**src/rtl/fsa_pkg.sv**
```systemverilog
// ----------------------------------------------------------------------------
// fsa_pkg
// Shared types and constants for the Forth stack ALU.
// ----------------------------------------------------------------------------
package fsa_pkg;

  localparam int DataDepthDef   = 32;
  localparam int ReturnDepthDef = 16;
  localparam int CellBitsDef    = 32;

  typedef enum logic [4:0] {
    F_LIT = 5'd0, F_DUP = 5'd1, F_DROP = 5'd2, F_SWAP = 5'd3, F_OVER = 5'd4,
    F_ADD = 5'd5, F_SUB = 5'd6, F_MUL = 5'd7, F_DIVMOD = 5'd8, F_AND = 5'd9,
    F_OR = 5'd10, F_XOR = 5'd11, F_INVERT = 5'd12, F_NEGATE = 5'd13,
    F_LSHIFT = 5'd14, F_RSHIFT = 5'd15, F_LT = 5'd16, F_LE = 5'd17,
    F_GT = 5'd18, F_GE = 5'd19, F_ZERO = 5'd20, F_TOR = 5'd21,
    F_FROMR = 5'd22, F_RFETCH = 5'd23, F_RESTART = 5'd24
  } func_e;

  typedef enum logic [2:0] {
    ST_OK = 3'd0, ST_DUNDER = 3'd1, ST_DOVER = 3'd2, ST_RUNDER = 3'd3,
    ST_ROVER = 3'd4, ST_DIVZ = 3'd5
  } status_e;

  // stack cell move command
  typedef enum logic [1:0] {
    SH_HOLD = 2'd0, SH_PUSH = 2'd1, SH_POP = 2'd2
  } shift_e;

  typedef enum logic [1:0] {
    S_IDLE = 2'd0, S_MUL = 2'd1, S_DIV = 2'd2, S_OUT = 2'd3
  } state_e;

endpackage

```
**src/rtl/fsa_divider.sv**
```systemverilog
// ----------------------------------------------------------------------------
// fsa_divider
// Restoring signed divider, one quotient bit per cycle.
// ----------------------------------------------------------------------------
module fsa_divider
  import fsa_pkg::*;
#(
  parameter int CellBits = CellBitsDef
) (
  input  logic                clk_i,
  input  logic                rst_ni,
  input  logic                start_i,
  input  logic [CellBits-1:0] num_i,
  input  logic [CellBits-1:0] den_i,
  output logic                done_o,
  output logic [CellBits-1:0] quo_o,
  output logic [CellBits-1:0] rem_o
);

  localparam int CntW = $clog2(CellBits + 1);

  logic [CellBits-1:0] q_q, q_d, r_q, r_d, d_q, d_d;
  logic                nq_q, nq_d, nr_q, nr_d;
  logic [CntW-1:0]     cnt_q, cnt_d;
  logic                busy_q, busy_d;
  logic [CellBits:0]   trial;
  logic [CellBits-1:0] ma, mb;

  always_comb begin
    ma = num_i[CellBits-1] ? -num_i : num_i;
    mb = den_i[CellBits-1] ? -den_i : den_i;
    q_d = q_q; r_d = r_q; d_d = d_q; nq_d = nq_q; nr_d = nr_q;
    cnt_d = cnt_q; busy_d = busy_q;
    trial = {r_q, q_q[CellBits-1]} - {1'b0, d_q};
    if (start_i) begin
      q_d = ma; r_d = '0; d_d = mb; cnt_d = CntW'(CellBits); busy_d = 1'b1;
      nq_d = num_i[CellBits-1] ^ den_i[CellBits-1];
      nr_d = num_i[CellBits-1];
    end else if (busy_q) begin
      if (trial[CellBits]) begin
        r_d = {r_q[CellBits-2:0], q_q[CellBits-1]};
        q_d = {q_q[CellBits-2:0], 1'b0};
      end else begin
        r_d = trial[CellBits-1:0];
        q_d = {q_q[CellBits-2:0], 1'b1};
      end
      cnt_d = cnt_q - 1'b1;
      if (cnt_q == CntW'(1)) busy_d = 1'b0;
    end
  end

  always_ff @(posedge clk_i or negedge rst_ni) begin
    if (!rst_ni) begin
      busy_q <= 1'b0;
      cnt_q  <= '0;
    end else begin
      busy_q <= busy_d;
      cnt_q  <= cnt_d;
    end
  end

  always_ff @(posedge clk_i) begin
    q_q <= q_d; r_q <= r_d; d_q <= d_d; nq_q <= nq_d; nr_q <= nr_d;
  end

  assign done_o = busy_q && (cnt_q == CntW'(1));
  assign quo_o  = nq_q ? -q_d : q_d;
  assign rem_o  = nr_q ? -r_d : r_d;

endmodule

```
**config.mk**
```make
export PLATFORM = sky130hd
export DESIGN_NAME = fsa_divider
export DESIGN_NICKNAME = d
export VERILOG_FILES = /design/src/rtl/fsa_pkg.sv /design/src/rtl/fsa_divider.sv
export SDC_FILE = /design/constraint.sdc
export NUM_CORES = 1
export LEC_CHECK = 0
export BUFFER_PORTS_ARGS = -buffer_cell sky130_fd_sc_hd__clkbuf_2
export CORE_ASPECT_RATIO = 1.75
export CORE_MARGIN = 2
export CORE_UTILIZATION = 33
export CTS_CLUSTER_SIZE = 12
export DETAILED_ROUTE_END_ITERATION = 8
export SLEW_MARGIN = 10
export SYNTH_ARGS = -nofsm -noshare
export SYNTH_HDL_FRONTEND = slang
export SYNTH_SLANG_ARGS = --single-unit
```
**constraint.sdc**
```tcl
create_clock -name clk_i -period 9.4 [get_ports clk_i]
set_input_delay 0.94 -clock clk_i [delete_from_list [all_inputs] [get_ports clk_i]]
set_output_delay 0.94 -clock clk_i [all_outputs]
set_load 0.005 [all_outputs]
```
==> impl_metrics.py <==
metrics = {
    "layout": {
        "fillers": 2789,
        "fin_nets": 1300,
        "num_antenna_cells": 0,
        "layout-area-overhead-vs-synth_pct": 12.4,
        "layout-drive-gt1-share_pct": 15.1,
        "final_cell_mix": "sky130_fd_sc_hd__clkbuf_2, sky130_fd_sc_hd__xnor2_1, sky130_fd_sc_hd__nand2_1, sky130_fd_sc_hd__o21ai_0, sky130_fd_sc_hd__nor2_1",
        "mostFrequentLayoutCell": "sky130_fd_sc_hd__clkbuf_2",
    },
    "flow_run": {
        "max_cap_violations": 0,
    },
    "pwr": {
        "power_density_nw_per_um2": 305,
        "power.total_mw": 3.06,
        "ir_worst_vdd_uv": 113,
        "p_leak_nw": 4.19,
    },
    "sta": {
        "worst_clock_skew_ps": 16.6,
        "period_needed_ps": 6770,
        "hold_viol_final": 0,
        "timing_worst_slew_pin_value_ps": 1060,
        "report.final.setup_viol": 0,
        "setup_tns_ps": 0,
        "rsz0062_at_grt": "false",
        "timing_max_transition_violations_final": 0,
        "max_clock_freq_mhz": 148,
        "min_period_over_period_pct": 72.0,
        "slew_headroom_pct": 29.6,
    },
    "yosys": {
        "synth.lib_cells_used.distinct": 79,
        "mappedNetlistArea_um2": 8940,
        "ys_seq_area_share_pct": 27.7,
        "syn-mean-instance-area_um2": 8.10,
        "yosys_register_bits": 105,
        "yosys.area.top_type_share_pct": 14.3,
        "yosys-top-cells-area": "sky130_fd_sc_hd__dfxtp_1, sky130_fd_sc_hd__xnor2_1, sky130_fd_sc_hd__edfxtp_1, sky130_fd_sc_hd__ha_1, sky130_fd_sc_hd__o21ai_0",
        "postSynthNetCount": 1210,
        "synth_top_area_cell": "sky130_fd_sc_hd__dfxtp_1",
        "yosys_warnings": 0,
        "postSynth.topFlopCell": "sky130_fd_sc_hd__dfxtp_1",
        "async_set_reset_flop_share_out_of_synthesis_pct": 6.67,
        "synth_edf_count": 34,
        "synth_cells": 1104,
    },
    "place": {
        "place_hpwl_um": 21900,
        "numPortBuffers": 131,
        "final_replace_weighted_congestion": 0.885,
    },
    "floorplan": {
        "dieHeight_um": 222,
        "horiz_die_dim_um": 128,
        "floorplan.initialDensity_pct": 33.6,
        "die_area_um2": 28500,
        "floorplan.io_pins": 132,
        "coreArea_um2": 26600,
        "std_cell_rows": 79,
    },
    "global_routing": {
        "first_global_vias": 8255,
        "grt_overflow_total": 0,
        "grt_first_pass_wirelength_um": 42400,
        "maximum_number_of_pins_on_one_net_before_global_route_repair": 92,
        "antenna_violations_before_repair": 0,
        "grt_usage_pct": 19.2,
    },
    "clock_network": {
        "cts_max_path_buffers": 2,
        "clock-root-buffer": "sky130_fd_sc_hd__clkbuf_16",
        "clock_latency_ps": 370,
        "cts.reportedPaths.clkPinSlew_ps": 80,
        "htree_levels": 3,
        "cts_made_buffers": 9,
        "cts_repair_resize_count": 0,
        "clkSinkCount": 105,
        "number_of_buffers_inserted_by_post_cts_setup_repair": 0,
        "cts_tree": "yes",
        "cts-hold-fix-buffers": 0,
    },
    "worst_setup_path": {
        "setup.worst_path.end_class": "output port",
        "reg2reg_setup_slack_ps": 4960,
        "worst-endpoint-arrival_ps": 5830,
        "critical_path_maximum_fanout": 14,
        "worst-endpoint-required_ps": 8460,
        "timing.setup.critical_path_class": "reg2out",
        "critPathLaunchType": "flop",
    },
    "route": {
        "remaining_drc_errors": 0,
        "drt_wl_total_um": 27400,
        "first_pass_drt_iterations": 5,
        "detailroute.via_count": 8433,
        "drt-vias-per-instance": 5.54,
        "drtAntennaViolNets": 0,
        "initialDrtViolationCount": 443,
        "routed_wire_length_per_instance_um": 18.0,
    },
    "run_status": {
        "run_status": "finished, final reports clean",
    },
    "worst_hold_path": {
        "hold_class": "in2async",
    },
}
==> power breakdown <==
group / internal [mW] / total (mW) / switching [mW]
Sequential: 0.583 / 0.706 / 0.123
Combinational: 0.780 / 1.94 / 1.16
Clock: 0.215 / 0.414 / 0.199
==> area by class of cell <==
class	count	area (µm²)	share of cell area, %
Timing Repair Buffer	136	696	6.92
Multi-Input combinational cell	880	5920	58.9
Clock inverter	7	92.6	0.921
Clock buffer	9	225	2.24
Sequential cell	105	2480	24.7
Tap cell	324	405	4.03
Inverter	62	233	2.31
==> worst max-delay path: stages (launching register included) <==
cell and delay, ps:
sky130_fd_sc_hd__dfxtp_1 370, sky130_fd_sc_hd__inv_1 70, sky130_fd_sc_hd__ha_1 220, sky130_fd_sc_hd__fa_1 400, sky130_fd_sc_hd__nand2b_1 180, sky130_fd_sc_hd__a21oi_1 350, sky130_fd_sc_hd__o21ai_0 290, sky130_fd_sc_hd__a211o_1 390
sky130_fd_sc_hd__a21oi_1 140, sky130_fd_sc_hd__buf_4 220, sky130_fd_sc_hd__nor3_1 90, sky130_fd_sc_hd__o31ai_1 490, sky130_fd_sc_hd__ha_1 240, sky130_fd_sc_hd__nor2b_1 280, sky130_fd_sc_hd__nand3_1 220, sky130_fd_sc_hd__or3_1 450
sky130_fd_sc_hd__or3_1 440, sky130_fd_sc_hd__o31ai_1 290, sky130_fd_sc_hd__xnor2_1 160, sky130_fd_sc_hd__clkbuf_2 140
==> path summary, 6_finish.rpt <==
check | depth (start not counted) | startpoint | to
max | 19 | q_q[31] | quo_o[28]
min | 1 | rst_ni | busy_q
max reg2reg | 11 | q_q[31] | r_q[2]
min reg2reg | 2 | r_q[1] | r_q[1]
max in group asynchronous | 1 | rst_ni | busy_q
min in group clk_i | 2 | r_q[1] | r_q[1]
==> layer usage <==
metal	part of all wire, %	global-route usage [%]
met5	0	0
met4	6.8	12.7
met3	2.5	2.20
met2	56	37.3
met1	35	18.3
==> metrics by stage <==
step                      hold WS (ps)  std cells  setup slack [ps]  utilization (%)  instance area [µm²]
after floorplan                    490       1104              3880                -                 8940
after global placement             534       1507              3110             36.6                 9730
after detailed placement           542       1507              3030             36.6                 9730
after CTS                          390       1523              2600             37.8                10000
after global routing               399       1523              2170             37.8                10100
final                              397       1523              2630             37.8                10100
==> cells by family (layout without fill, tap and decap cells) <==
group	Yosys count	in the layout	synth area share [%]
AO/OA/AOI/OAI	320	320	23.6
XOR/XNOR	145	145	14.2
adder cells (fa/ha/maj)	39	39	5.54
buffers and inverters	119	214	6.14
flip-flops	105	105	27.7
multiplexers	27	27	3.04
AND/OR/NAND/NOR	349	349	19.8
==> Yosys cell counts (26+ instances only) <==
cell type / instances
sky130_fd_sc_hd__o31ai_1: 34
sky130_fd_sc_hd__dfxtp_1: 64
sky130_fd_sc_hd__nor2_1: 71
sky130_fd_sc_hd__clkbuf_1: 27
sky130_fd_sc_hd__xnor2_1: 125
sky130_fd_sc_hd__o21ai_0: 91
sky130_fd_sc_hd__edfxtp_1: 34
sky130_fd_sc_hd__nand2_1: 115
sky130_fd_sc_hd__inv_1: 61
sky130_fd_sc_hd__nor3_1: 27
sky130_fd_sc_hd__a21oi_1: 54
sky130_fd_sc_hd__mux2i_1: 26
sky130_fd_sc_hd__ha_1: 38
==> registers in the layout, indices dropped and copies added, names as in the netlist <==
name and cells:
q_q 32, nr_q 1, d_q 32, busy_q 1, r_q 32, nq_q 1, cnt_q 6
Note: power is estimated with default switching activity, not from simulation.
