$ cat src/rtl/fsa_pkg.sv
// ----------------------------------------------------------------------------
// fsa_pkg
// Shared types and constants for the Forth stack ALU.
// ----------------------------------------------------------------------------
package fsa_pkg;

  localparam int DataDepthDef   = 32;
  localparam int ReturnDepthDef = 16;
  localparam int CellBitsDef    = 32;

  typedef enum logic [4:0] {
    F_LIT = 5'd0, F_DUP = 5'd1, F_DROP = 5'd2, F_SWAP = 5'd3, F_OVER = 5'd4,
    F_ADD = 5'd5, F_SUB = 5'd6, F_MUL = 5'd7, F_DIVMOD = 5'd8, F_AND = 5'd9,
    F_OR = 5'd10, F_XOR = 5'd11, F_INVERT = 5'd12, F_NEGATE = 5'd13,
    F_LSHIFT = 5'd14, F_RSHIFT = 5'd15, F_LT = 5'd16, F_LE = 5'd17,
    F_GT = 5'd18, F_GE = 5'd19, F_ZERO = 5'd20, F_TOR = 5'd21,
    F_FROMR = 5'd22, F_RFETCH = 5'd23, F_RESTART = 5'd24
  } func_e;

  typedef enum logic [2:0] {
    ST_OK = 3'd0, ST_DUNDER = 3'd1, ST_DOVER = 3'd2, ST_RUNDER = 3'd3,
    ST_ROVER = 3'd4, ST_DIVZ = 3'd5
  } status_e;

  // stack cell move command
  typedef enum logic [1:0] {
    SH_HOLD = 2'd0, SH_PUSH = 2'd1, SH_POP = 2'd2
  } shift_e;

  typedef enum logic [1:0] {
    S_IDLE = 2'd0, S_MUL = 2'd1, S_DIV = 2'd2, S_OUT = 2'd3
  } state_e;

endpackage

$ cat src/rtl/fsa_cell.sv
// ----------------------------------------------------------------------------
// fsa_cell
// One stack cell: holds, takes the cell above on push, the cell below on pop.
// ----------------------------------------------------------------------------
module fsa_cell
  import fsa_pkg::*;
#(
  parameter int CellBits = CellBitsDef
) (
  input  logic                clk_i,
  input  shift_e              shift_i,
  input  logic [CellBits-1:0] above_i,
  input  logic [CellBits-1:0] below_i,
  output logic [CellBits-1:0] value_o
);

  logic [CellBits-1:0] value_q;

  always_ff @(posedge clk_i) begin
    case (shift_i)
      SH_PUSH: value_q <= above_i;
      SH_POP:  value_q <= below_i;
      default: value_q <= value_q;
    endcase
  end

  assign value_o = value_q;

endmodule

$ cat src/rtl/fsa_stack.sv
// ----------------------------------------------------------------------------
// fsa_stack
// Stack built from a chain of cells; entry 0 is the top, fed by new_i on push.
// The top two entries can also be overwritten in place.
// ----------------------------------------------------------------------------
module fsa_stack
  import fsa_pkg::*;
#(
  parameter int Depth    = DataDepthDef,
  parameter int CellBits = CellBitsDef
) (
  input  logic                clk_i,
  input  shift_e              shift_i,
  input  logic [CellBits-1:0] new_i,
  input  logic                wr_top_i,
  input  logic [CellBits-1:0] top_i,
  input  logic                wr_sec_i,
  input  logic [CellBits-1:0] sec_i,
  output logic [CellBits-1:0] top_o,
  output logic [CellBits-1:0] sec_o
);

  logic [CellBits-1:0] val [Depth];
  logic [CellBits-1:0] abv [Depth];
  logic [CellBits-1:0] blw [Depth];
  shift_e              sh  [Depth];

  for (genvar i = 0; i < Depth; i++) begin : g_cell
    always_comb begin
      sh[i]  = shift_i;
      abv[i] = (i == 0) ? new_i : val[(i == 0) ? 0 : i-1];
      blw[i] = (i == Depth-1) ? val[i] : val[(i == Depth-1) ? i : i+1];
      if (i == 0 && wr_top_i) begin
        sh[i] = SH_PUSH; abv[i] = top_i;
      end
      if (i == 1 && wr_sec_i) begin
        sh[i] = SH_PUSH; abv[i] = sec_i;
      end
    end
    fsa_cell #(.CellBits(CellBits)) u_cell (
      .clk_i, .shift_i(sh[i]), .above_i(abv[i]), .below_i(blw[i]), .value_o(val[i])
    );
  end

  assign top_o = val[0];
  assign sec_o = val[1];

endmodule

$ cat config.mk
export PLATFORM = sky130hd
export DESIGN_NAME = fsa_stack
export DESIGN_NICKNAME = d
export VERILOG_FILES = /design/src/rtl/fsa_pkg.sv /design/src/rtl/fsa_cell.sv /design/src/rtl/fsa_stack.sv
export SDC_FILE = /design/constraint.sdc
export NUM_CORES = 1
export LEC_CHECK = 0
export BUFFER_PORTS_ARGS = -buffer_cell sky130_fd_sc_hd__buf_2
export CAP_MARGIN = 20
export CORE_ASPECT_RATIO = 2
export CORE_UTILIZATION = 31
export DETAILED_ROUTE_END_ITERATION = 16
export PLACE_DENSITY_LB_ADDON = 0.1
export SYNTH_ARGS = -nofsm -noshare
export SYNTH_HDL_FRONTEND = slang
export SYNTH_HIERARCHICAL = 1
export SYNTH_SLANG_ARGS = --single-unit
$ cat constraint.sdc
create_clock -name clk_i -period 2.4 [get_ports clk_i]
set_input_delay 0.24 -clock clk_i [delete_from_list [all_inputs] [get_ports clk_i]]
set_output_delay 0.24 -clock clk_i [all_outputs]
set_load 0.01 [all_outputs]
==> results of run 1 <==
-- cell families after synthesis --
family,count (synthesis),share of synthesized area (%)
adders and majority gates,32,0.802
buffers and inverters,200,5.33
DFF,1024,61.6
muxes,1088,32.2
and+or+nand+nor,4,0.0501
-- cells in the mapped netlist (all sizes together) --
| cell type | number |
|---|---|
| mux2 | 1088 |
| edfxtp | 1024 |
| nor2b | 2 |
| ha | 32 |
| or2 | 2 |
| buf | 136 |
| inv | 64 |
-- routing by layer --
metal,part of all wire [%],up-vias,wire length (µm),global-route usage [%]
met2,55,345,50300,21.5
met3,3.0,113,2750,1.58
met5,0,-,0,0
met4,2.4,0,2220,4.13
li1,-,9748,-,-
met1,39,10585,35600,12.6
-- metrics by stage --
stage	cell area (µm²)	util [%]	instances	setup WS (ns)
after floorplan	49900	-	2348	0.313
after global placement	52400	32.9	4547	0.338
after detailed placement	52400	32.9	4547	0.360
after CTS	56700	35.6	4837	0.612
after global routing	56700	35.6	4838	0.645
final	56700	35.6	4838	0.706
-- layout make-up --
type	instances	area share [%]
Inverter	64	0.423
Timing Repair Buffer	341	5.60
Antenna cell	1	0.00441
Sequential cell	1024	54.2
Clock buffer	123	4.83
Multi-Input combinational cell	1124	29.2
Clock inverter	71	1.13
Tap cell	2090	4.61
-- power by group through the flow --
stage | Sequential (mW) | Combinational, mW | Clock, mW
finish | 24.6 | 6.47 | 16.5
global route | 24.9 | 6.96 | 17.8
CTS | 24.6 | 6.60 | 17.2
detailed placement | 25.0 | 6.43 | 0
global placement | 24.9 | 6.26 | 0
floorplan | 24.3 | 5.35 | 0
-- path summary, 6_finish.rpt --
check                                          startpoint                                       to  slack, ns  cells past startpoint
setup / recovery   g_cell[1].u_cell/value_o[17]$_DFFE_PP_                                sec_o[17]       0.71                      1
hold / removal                                   wr_sec_i   g_cell[1].u_cell/value_o[25]$_DFFE_PP_       0.35                      4
setup reg to reg    g_cell[0].u_cell/value_o[6]$_DFFE_PP_    g_cell[1].u_cell/value_o[6]$_DFFE_PP_       1.18                      2
hold reg to reg   g_cell[27].u_cell/value_o[11]$_DFFE_PP_  g_cell[28].u_cell/value_o[11]$_DFFE_PP_       0.57                      1
==> impl_results.rst, run 1 <==
.. list-table::
   :header-rows: 1

   * - Metric
     - Value
   * - Run status
     - finished, final reports clean
   * - Sw Ratio
     - a little under a quarter
   * - Peak Freq
     - 0.590 GHz
   * - Placeable core region
     - roughly 160000 µm²
   * - Number of failing hold endpoints at the final stage
     - 0
   * - Number of library cell types mapped by synthesis
     - 10
   * - Antenna violations before repair
     - 1
   * - Detailed Route Iter0 Violations
     - 936
   * - Post-DR wirelength/cell
     - approximately 19 µm
   * - Area share of the leading cell type in the synthesized netlist
     - 61.6%
   * - Most common cell after layout, fill and taps aside
     - sky130_fd_sc_hd__edfxtp_1
   * - Total GRT Usage
     - a little under an eighth
   * - Sequential area share after synthesis
     - about three fifths
   * - Depth of the CTS H-tree
     - 3
   * - Final Net Count
     - between 2k and 3k
   * - Stage delay of the slowest cell on the critical path
     - 0.55 ns
   * - Clk network pwr share
     - a little over a third
   * - Worst Setup End Kind
     - output pin
   * - Overall die area
     - about 160000 µm²
   * - Number of top-level pins
     - between 150 and 200
   * - Clock transition at path regs
     - 0.06 ns
   * - Leak Pwr
     - ~22 nW
   * - Post-synthesis cell area
     - ~50000 µm²
   * - Via count of the first global-routing pass
     - roughly 23k
   * - Main area contributors after synthesis
     - sky130_fd_sc_hd__edfxtp_1, sky130_fd_sc_hd__mux2_4, sky130_fd_sc_hd__buf_12, sky130_fd_sc_hd__mux2_2, sky130_fd_sc_hd__ha_1
   * - Syn Area/Cell
     - approximately 21 µm²
   * - Inserted Clock Buffers
     - 105
   * - Final Max Slew Viols
     - 0
   * - Switching Power
     - about 11 mW
   * - Detailed-placement wirelength estimate
     - approximately 66000 µm
   * - Wire length of the first global-routing pass
     - 143000 µm
   * - Flip-flop count of the largest register after layout
     - between 1k and 1.5k
   * - I/O Buffers
     - approximately 160
   * - Crit path DAT
     - about 1.5 ns
   * - Post-CTS Setup Inserts
     - 0
   * - Number of buffers and inverters on the critical path
     - 1
   * - WL final
     - between 90000 and 100000 µm
   * - Worst-Margin Slew
     - about 0.46 ns
   * - Master of the slowest instance on the critical path
     - sky130_fd_sc_hd__edfxtp_1
   * - Worst rel slew slack
     - just under 70%
   * - Insertion delay to the later sink of the worst-skew pair
     - roughly 0.70 ns
   * - Die width
     - ~290 µm
   * - Crit path cell chain
     - buf_2
   * - Unrepaired setup endpoints after global routing
     - no
   * - Syn_nets
     - 2481
   * - Maximum fanout along the worst path
     - 3
   * - Clock tree from TritonCTS
     - built
   * - Data required, critical path
     - about 2.2 ns
   * - Hold slack final
     - roughly 0.35 ns
   * - Hold Path Class
     - in2reg
   * - DRC viols
     - 0
   * - Worst Setup Path Type
     - reg2out
   * - Number of gates given a new drive strength after cts
     - 0
   * - Setup TNS Final
     - 0 ns
   * - Worst clock skew on the final layout
     - 0.0214 ns
   * - Cell Int Power
     - around 37 mW
   * - Length of the first detailed-routing pass in iterations
     - 5
   * - Fraction of power consumed by sequential logic
     - between 50% and 60%
   * - Starting utilization of the core area
     - 31.3%
   * - Sequential cell area
     - around 30000 µm²
   * - Power, Total
     - 47.5 mW
   * - Number of inserted filler cells in the final layout
     - roughly 15k
   * - Max_cap viols
     - 0
   * - Power density cells
     - between 800 and 900 nW/µm²
   * - Clk sink count
     - 1024
   * - Standard-cell row count
     - between 200 and 250
   * - Yosys warning count
     - 6
   * - Number of storage elements in the synthesis netlist
     - around 1.0k
   * - Clock tree buffer depth
     - 3
   * - Overflow left after global routing
     - 0
   * - Area leader, netlist
     - sky130_fd_sc_hd__edfxtp_1
   * - Most used cells in the layout excluding fill and tap cells
     - sky130_fd_sc_hd__edfxtp_1, sky130_fd_sc_hd__mux2_4, sky130_fd_sc_hd__buf_2
   * - Share of total power in combinational logic
     - ~14%
   * - Time the final worst path needs with I/O delays and setup
     - ~1.7 ns
   * - Clk root buf
     - sky130_fd_sc_hd__clkbuf_16
   * - Crit path max-delay family
     - flip-flops
   * - Final ANT Viol Nets
     - 0
   * - Max IR drop VDD
     - 0.515 mV
   * - Post-route clock period utilization
     - a little over two thirds
   * - Number of instances in the synthesized netlist
     - about 2.3k
   * - Final weighted congestion of routability-driven global placement
     - around 0.7
   * - Count of final setup violators
     - 0
   * - CTS hold repair buffers
     - 96
   * - Vias after detailed routing
     - about 21k
   * - Die height
     - ~570 µm
   * - Layout cell share with drive strength beyond 1
     - ~55%
   * - Area of combinational cells with multiple inputs
     - between 15000 and 20000 µm²
   * - Pin count of the biggest net entering global routing
     - 34
   * - Kind of start point of the critical path
     - flop
   * - Drt via density
     - between 4 and 5
   * - Area growth, synth to finish
     - 13.7%
No activity file was read; power rests on OpenSTA's default activity.
==> inputs of run 2 (changes only) <==
Clock period 2.4 ns to 1.4 ns, I/O delays scaled along.
==> impl_results.rst, run 2 (synthesis gave the netlist of run 1 again) <==
.. list-table::
   :header-rows: 1

   * - Metric
     - Value
   * - Run status
     - finished with violations (was finished, final reports clean)
   * - Violations in the final reports
     - negative setup slack
   * - Post-DR wirelength/cell
     - 18.6 µm (was 18.8 µm)
   * - Layout cell share with drive strength beyond 1
     - 58.0% (was 55.4%)
   * - Master of the slowest instance on the critical path
     - sky130_fd_sc_hd__edfxtp_1 (unchanged)
   * - I/O Buffers
     - 164 (unchanged)
   * - Peak Freq
     - 0.683 GHz
   * - Final ANT Viol Nets
     - 0 (unchanged)
   * - Depth of the CTS H-tree
     - 3 (unchanged)
   * - Cell Int Power
     - 61.9 mW (was 36.5 mW)
   * - Insertion delay to the later sink of the worst-skew pair
     - 0.69 ns (was 0.70 ns)
   * - Standard-cell row count
     - 207 (unchanged)
   * - WL final
     - 91600 µm (was 90800 µm)
   * - Final weighted congestion of routability-driven global placement
     - 0.689 (was 0.700)
   * - Most used cells in the layout excluding fill and tap cells
     - sky130_fd_sc_hd__edfxtp_1, sky130_fd_sc_hd__mux2_4, sky130_fd_sc_hd__buf_2 (unchanged)
   * - Antenna violations before repair
     - 1 (unchanged)
   * - Global routing usage on met3
     - 1.62% (was 1.58%)
   * - Stage delay of the slowest cell on the critical path
     - 0.45 ns (was 0.55 ns)
   * - Area growth, synth to finish
     - 16.8% (was 13.7%)
   * - Time the final worst path needs with I/O delays and setup
     - between 1 and 1.5 ns
   * - Number of failing hold endpoints at the final stage
     - 0 (unchanged)
   * - Worst slack at placement
     - -0.240 ns (was 0.360 ns)
   * - Met1 Use GR
     - 12.2% (was 12.6%)
   * - Sw Ratio
     - 23.0% (was 23.1%)
   * - Crit path cell chain
     - buf_2 (unchanged)
   * - Power density cells
     - 1380 nW/µm² (was 837 nW/µm²)
   * - Unrepaired setup endpoints after global routing
     - yes (was no)
   * - Clk sink count
     - 1024 (unchanged)
   * - Clock tree buffer depth
     - 3 (unchanged)
   * - Flip-flop count of the largest register after layout
     - 1024 (unchanged)
   * - Number of top-level pins
     - 165 (unchanged)
   * - Final worst setup slack
     - -0.0639 ns (was 0.706 ns)
   * - Placeable core region
     - 159000 µm² (unchanged)
   * - Most common cell after layout, fill and taps aside
     - sky130_fd_sc_hd__edfxtp_1 (unchanged)
   * - Vias after detailed routing
     - 21.0k (was 20.8k)
   * - Inserted Clock Buffers
     - 100 (was 105)
   * - Worst-Margin Slew
     - 0.321 ns (was 0.464 ns)
   * - Worst Setup Path Type
     - reg2out (unchanged)
   * - Worst Setup End Kind
     - output pin (unchanged)
   * - Clock transition at path regs
     - 0.06 ns (about the same)
   * - Leak Pwr
     - 22.4 nW (was 21.8 nW)
   * - Total GRT Usage
     - 11.5% (was 11.3%)
   * - DRC viols
     - 0 (unchanged)
   * - Internal reg-to-reg setup slack
     - 0.06 ns (was 1.18 ns)
   * - Die width
     - 286 µm (unchanged)
   * - Max IR drop VDD
     - 0.849 mV (was 0.515 mV)
   * - Final Max Slew Viols
     - 0 (unchanged)
   * - Placed instance count
     - 4606 (was 4547)
   * - Hold Path Class
     - in2reg (unchanged)
   * - Layer with the highest usage
     - met2 (unchanged)
   * - Max_cap viols
     - 0 (unchanged)
   * - Fraction of power consumed by sequential logic
     - 52.3% (was 51.7%)
   * - Wire length of the first global-routing pass
     - 145000 µm (was 143000 µm)
   * - Die height
     - 569 µm (unchanged)
   * - Share of total power in combinational logic
     - 15.2% (was 13.6%)
   * - Maximum fanout along the worst path
     - 2 (was 3)
   * - Number of buffers and inverters on the critical path
     - 1 (unchanged)
   * - Final Net Count
     - 2900 (was 2793)
   * - Crit path max-delay family
     - flip-flops (unchanged)
   * - Clk root buf
     - sky130_fd_sc_hd__clkbuf_16 (unchanged)
   * - Overall die area
     - 163000 µm² (unchanged)
   * - Length of the first detailed-routing pass in iterations
     - 6 (was 5)
   * - Worst clock skew on the final layout
     - 0.0170 ns (was 0.0214 ns)
   * - Post-route clock period utilization
     - 105%
   * - Data required, critical path
     - 1.26 ns (was 2.16 ns)
   * - Clock tree from TritonCTS
     - built (unchanged)
   * - Global routing usage on met2
     - 22.7% (was 21.5%)
   * - Switching Power
     - 18.5 mW (was 11.0 mW)
   * - Number of inserted filler cells in the final layout
     - 14.8k (was 15.0k)
   * - Via count of the first global-routing pass
     - 24.1k (was 23.3k)
   * - Clk network pwr share
     - 32.5% (was 34.7%)
   * - Detailed-placement wirelength estimate
     - 67800 µm (was 66000 µm)
   * - Worst rel slew slack
     - 78.6% (was 69.1%)
   * - Crit path DAT
     - 1.32 ns (was 1.45 ns)
   * - Drt via density
     - 4.27 (was 4.30)
   * - Kind of start point of the critical path
     - flop (unchanged)
   * - Starting utilization of the core area
     - 31.3% (unchanged)
   * - Overflow left after global routing
     - 0 (unchanged)
   * - Detailed Route Iter0 Violations
     - 977 (was 936)
   * - Count of final setup violators
     - 34 (was 0)
   * - Non-Filler Instances
     - 4934 (was 4838)
   * - Pin count of the biggest net entering global routing
     - 31 (was 34)
## run 2: cell count changes in the layout (fill, tap and decap cells not counted), moves of 6 or more
cell | before | now
sky130_fd_sc_hd__clkinv_2 | 29 | 22
sky130_fd_sc_hd__buf_4 | 18 | 62
sky130_fd_sc_hd__clkinvlp_4 | 2 | 33
sky130_fd_sc_hd__buf_12 | 63 | 131
sky130_fd_sc_hd__inv_1 | 63 | 30
sky130_fd_sc_hd__clkbuf_16 | 107 | 101
## run 2: repair_timing
action,4_1_cts,5_1_grt
buffers inserted,38,15
hold buffers,96,13
cloned,0,0
hold endpoints to repair,64,13
setup endpoints to repair,64,77
resized for setup,3,2
## run 2: per-stage QoR
| stage | hold slack [ns] | cell area (µm²) | total power, mW | setup TNS, ns | utilization (%) |
|---|---|---|---|---|---|
| global placement | 0.566 | 53800 | 54.2 | -199.31 | 33.8 |
| CTS | 0.156 | 58200 | 82.0 | -4.95 | 36.5 |
| finish | 0.212 | 58300 | 80.4 | -0.745 | 36.6 |
| detailed placement | 0.569 | 53800 | 54.6 | -211.43 | 33.8 |
| floorplan | 0.480 | 50100 | 50.9 | -26.14 | - |
| global route | 0.192 | 58300 | 84.1 | -4.55 | 36.6 |
## run 2: cell type report
cell class                 count  area [µm²]  share of cell area (%)
antenna                        1        2.50                 0.00429
clock buffer                 117        2590                    4.44
clock inverter                61         463                   0.794
inverter                      64         360                   0.618
multi-input combinational   1124       16600                    28.5
sequential                  1024       30700                    52.8
tap                         2090        2620                    4.49
timing repair buffer         453        4890                    8.40
## run 2: power by group through the flow
stage          Combinational, mW  Clock [mW]  Sequential (mW)
2_1_floorplan               9.31           0             41.6
3_3_place_gp                11.5           0             42.6
3_5_place_dp                11.8           0             42.8
4_1_cts                     12.4        27.5             42.2
5_1_grt                     13.1        28.4             42.6
6_report                    12.2        26.1             42.0
## run 2: per-layer routing
layer | share of wire [%] | up-vias
li1 | - | 9952
met1 | 38 | 10694
met2 | 58 | 298
met3 | 2.7 | 104
met4 | 1.9 | 0
met5 | 0 | -
## run 2: final timing paths
kind / from / endpoint / cells after the start
worst max register to register: g_cell[0].u_cell/value_o[13]$_DFFE_PP_ / g_cell[1].u_cell/value_o[13]$_DFFE_PP_ / 3
worst min-delay path: wr_top_i / g_cell[0].u_cell/value_o[3]$_DFFE_PP_ / 4
worst max-delay path: g_cell[1].u_cell/value_o[18]$_DFFE_PP_ / sec_o[18] / 1
worst min register to register: g_cell[12].u_cell/value_o[30]$_DFFE_PP_ / g_cell[11].u_cell/value_o[30]$_DFFE_PP_ / 1
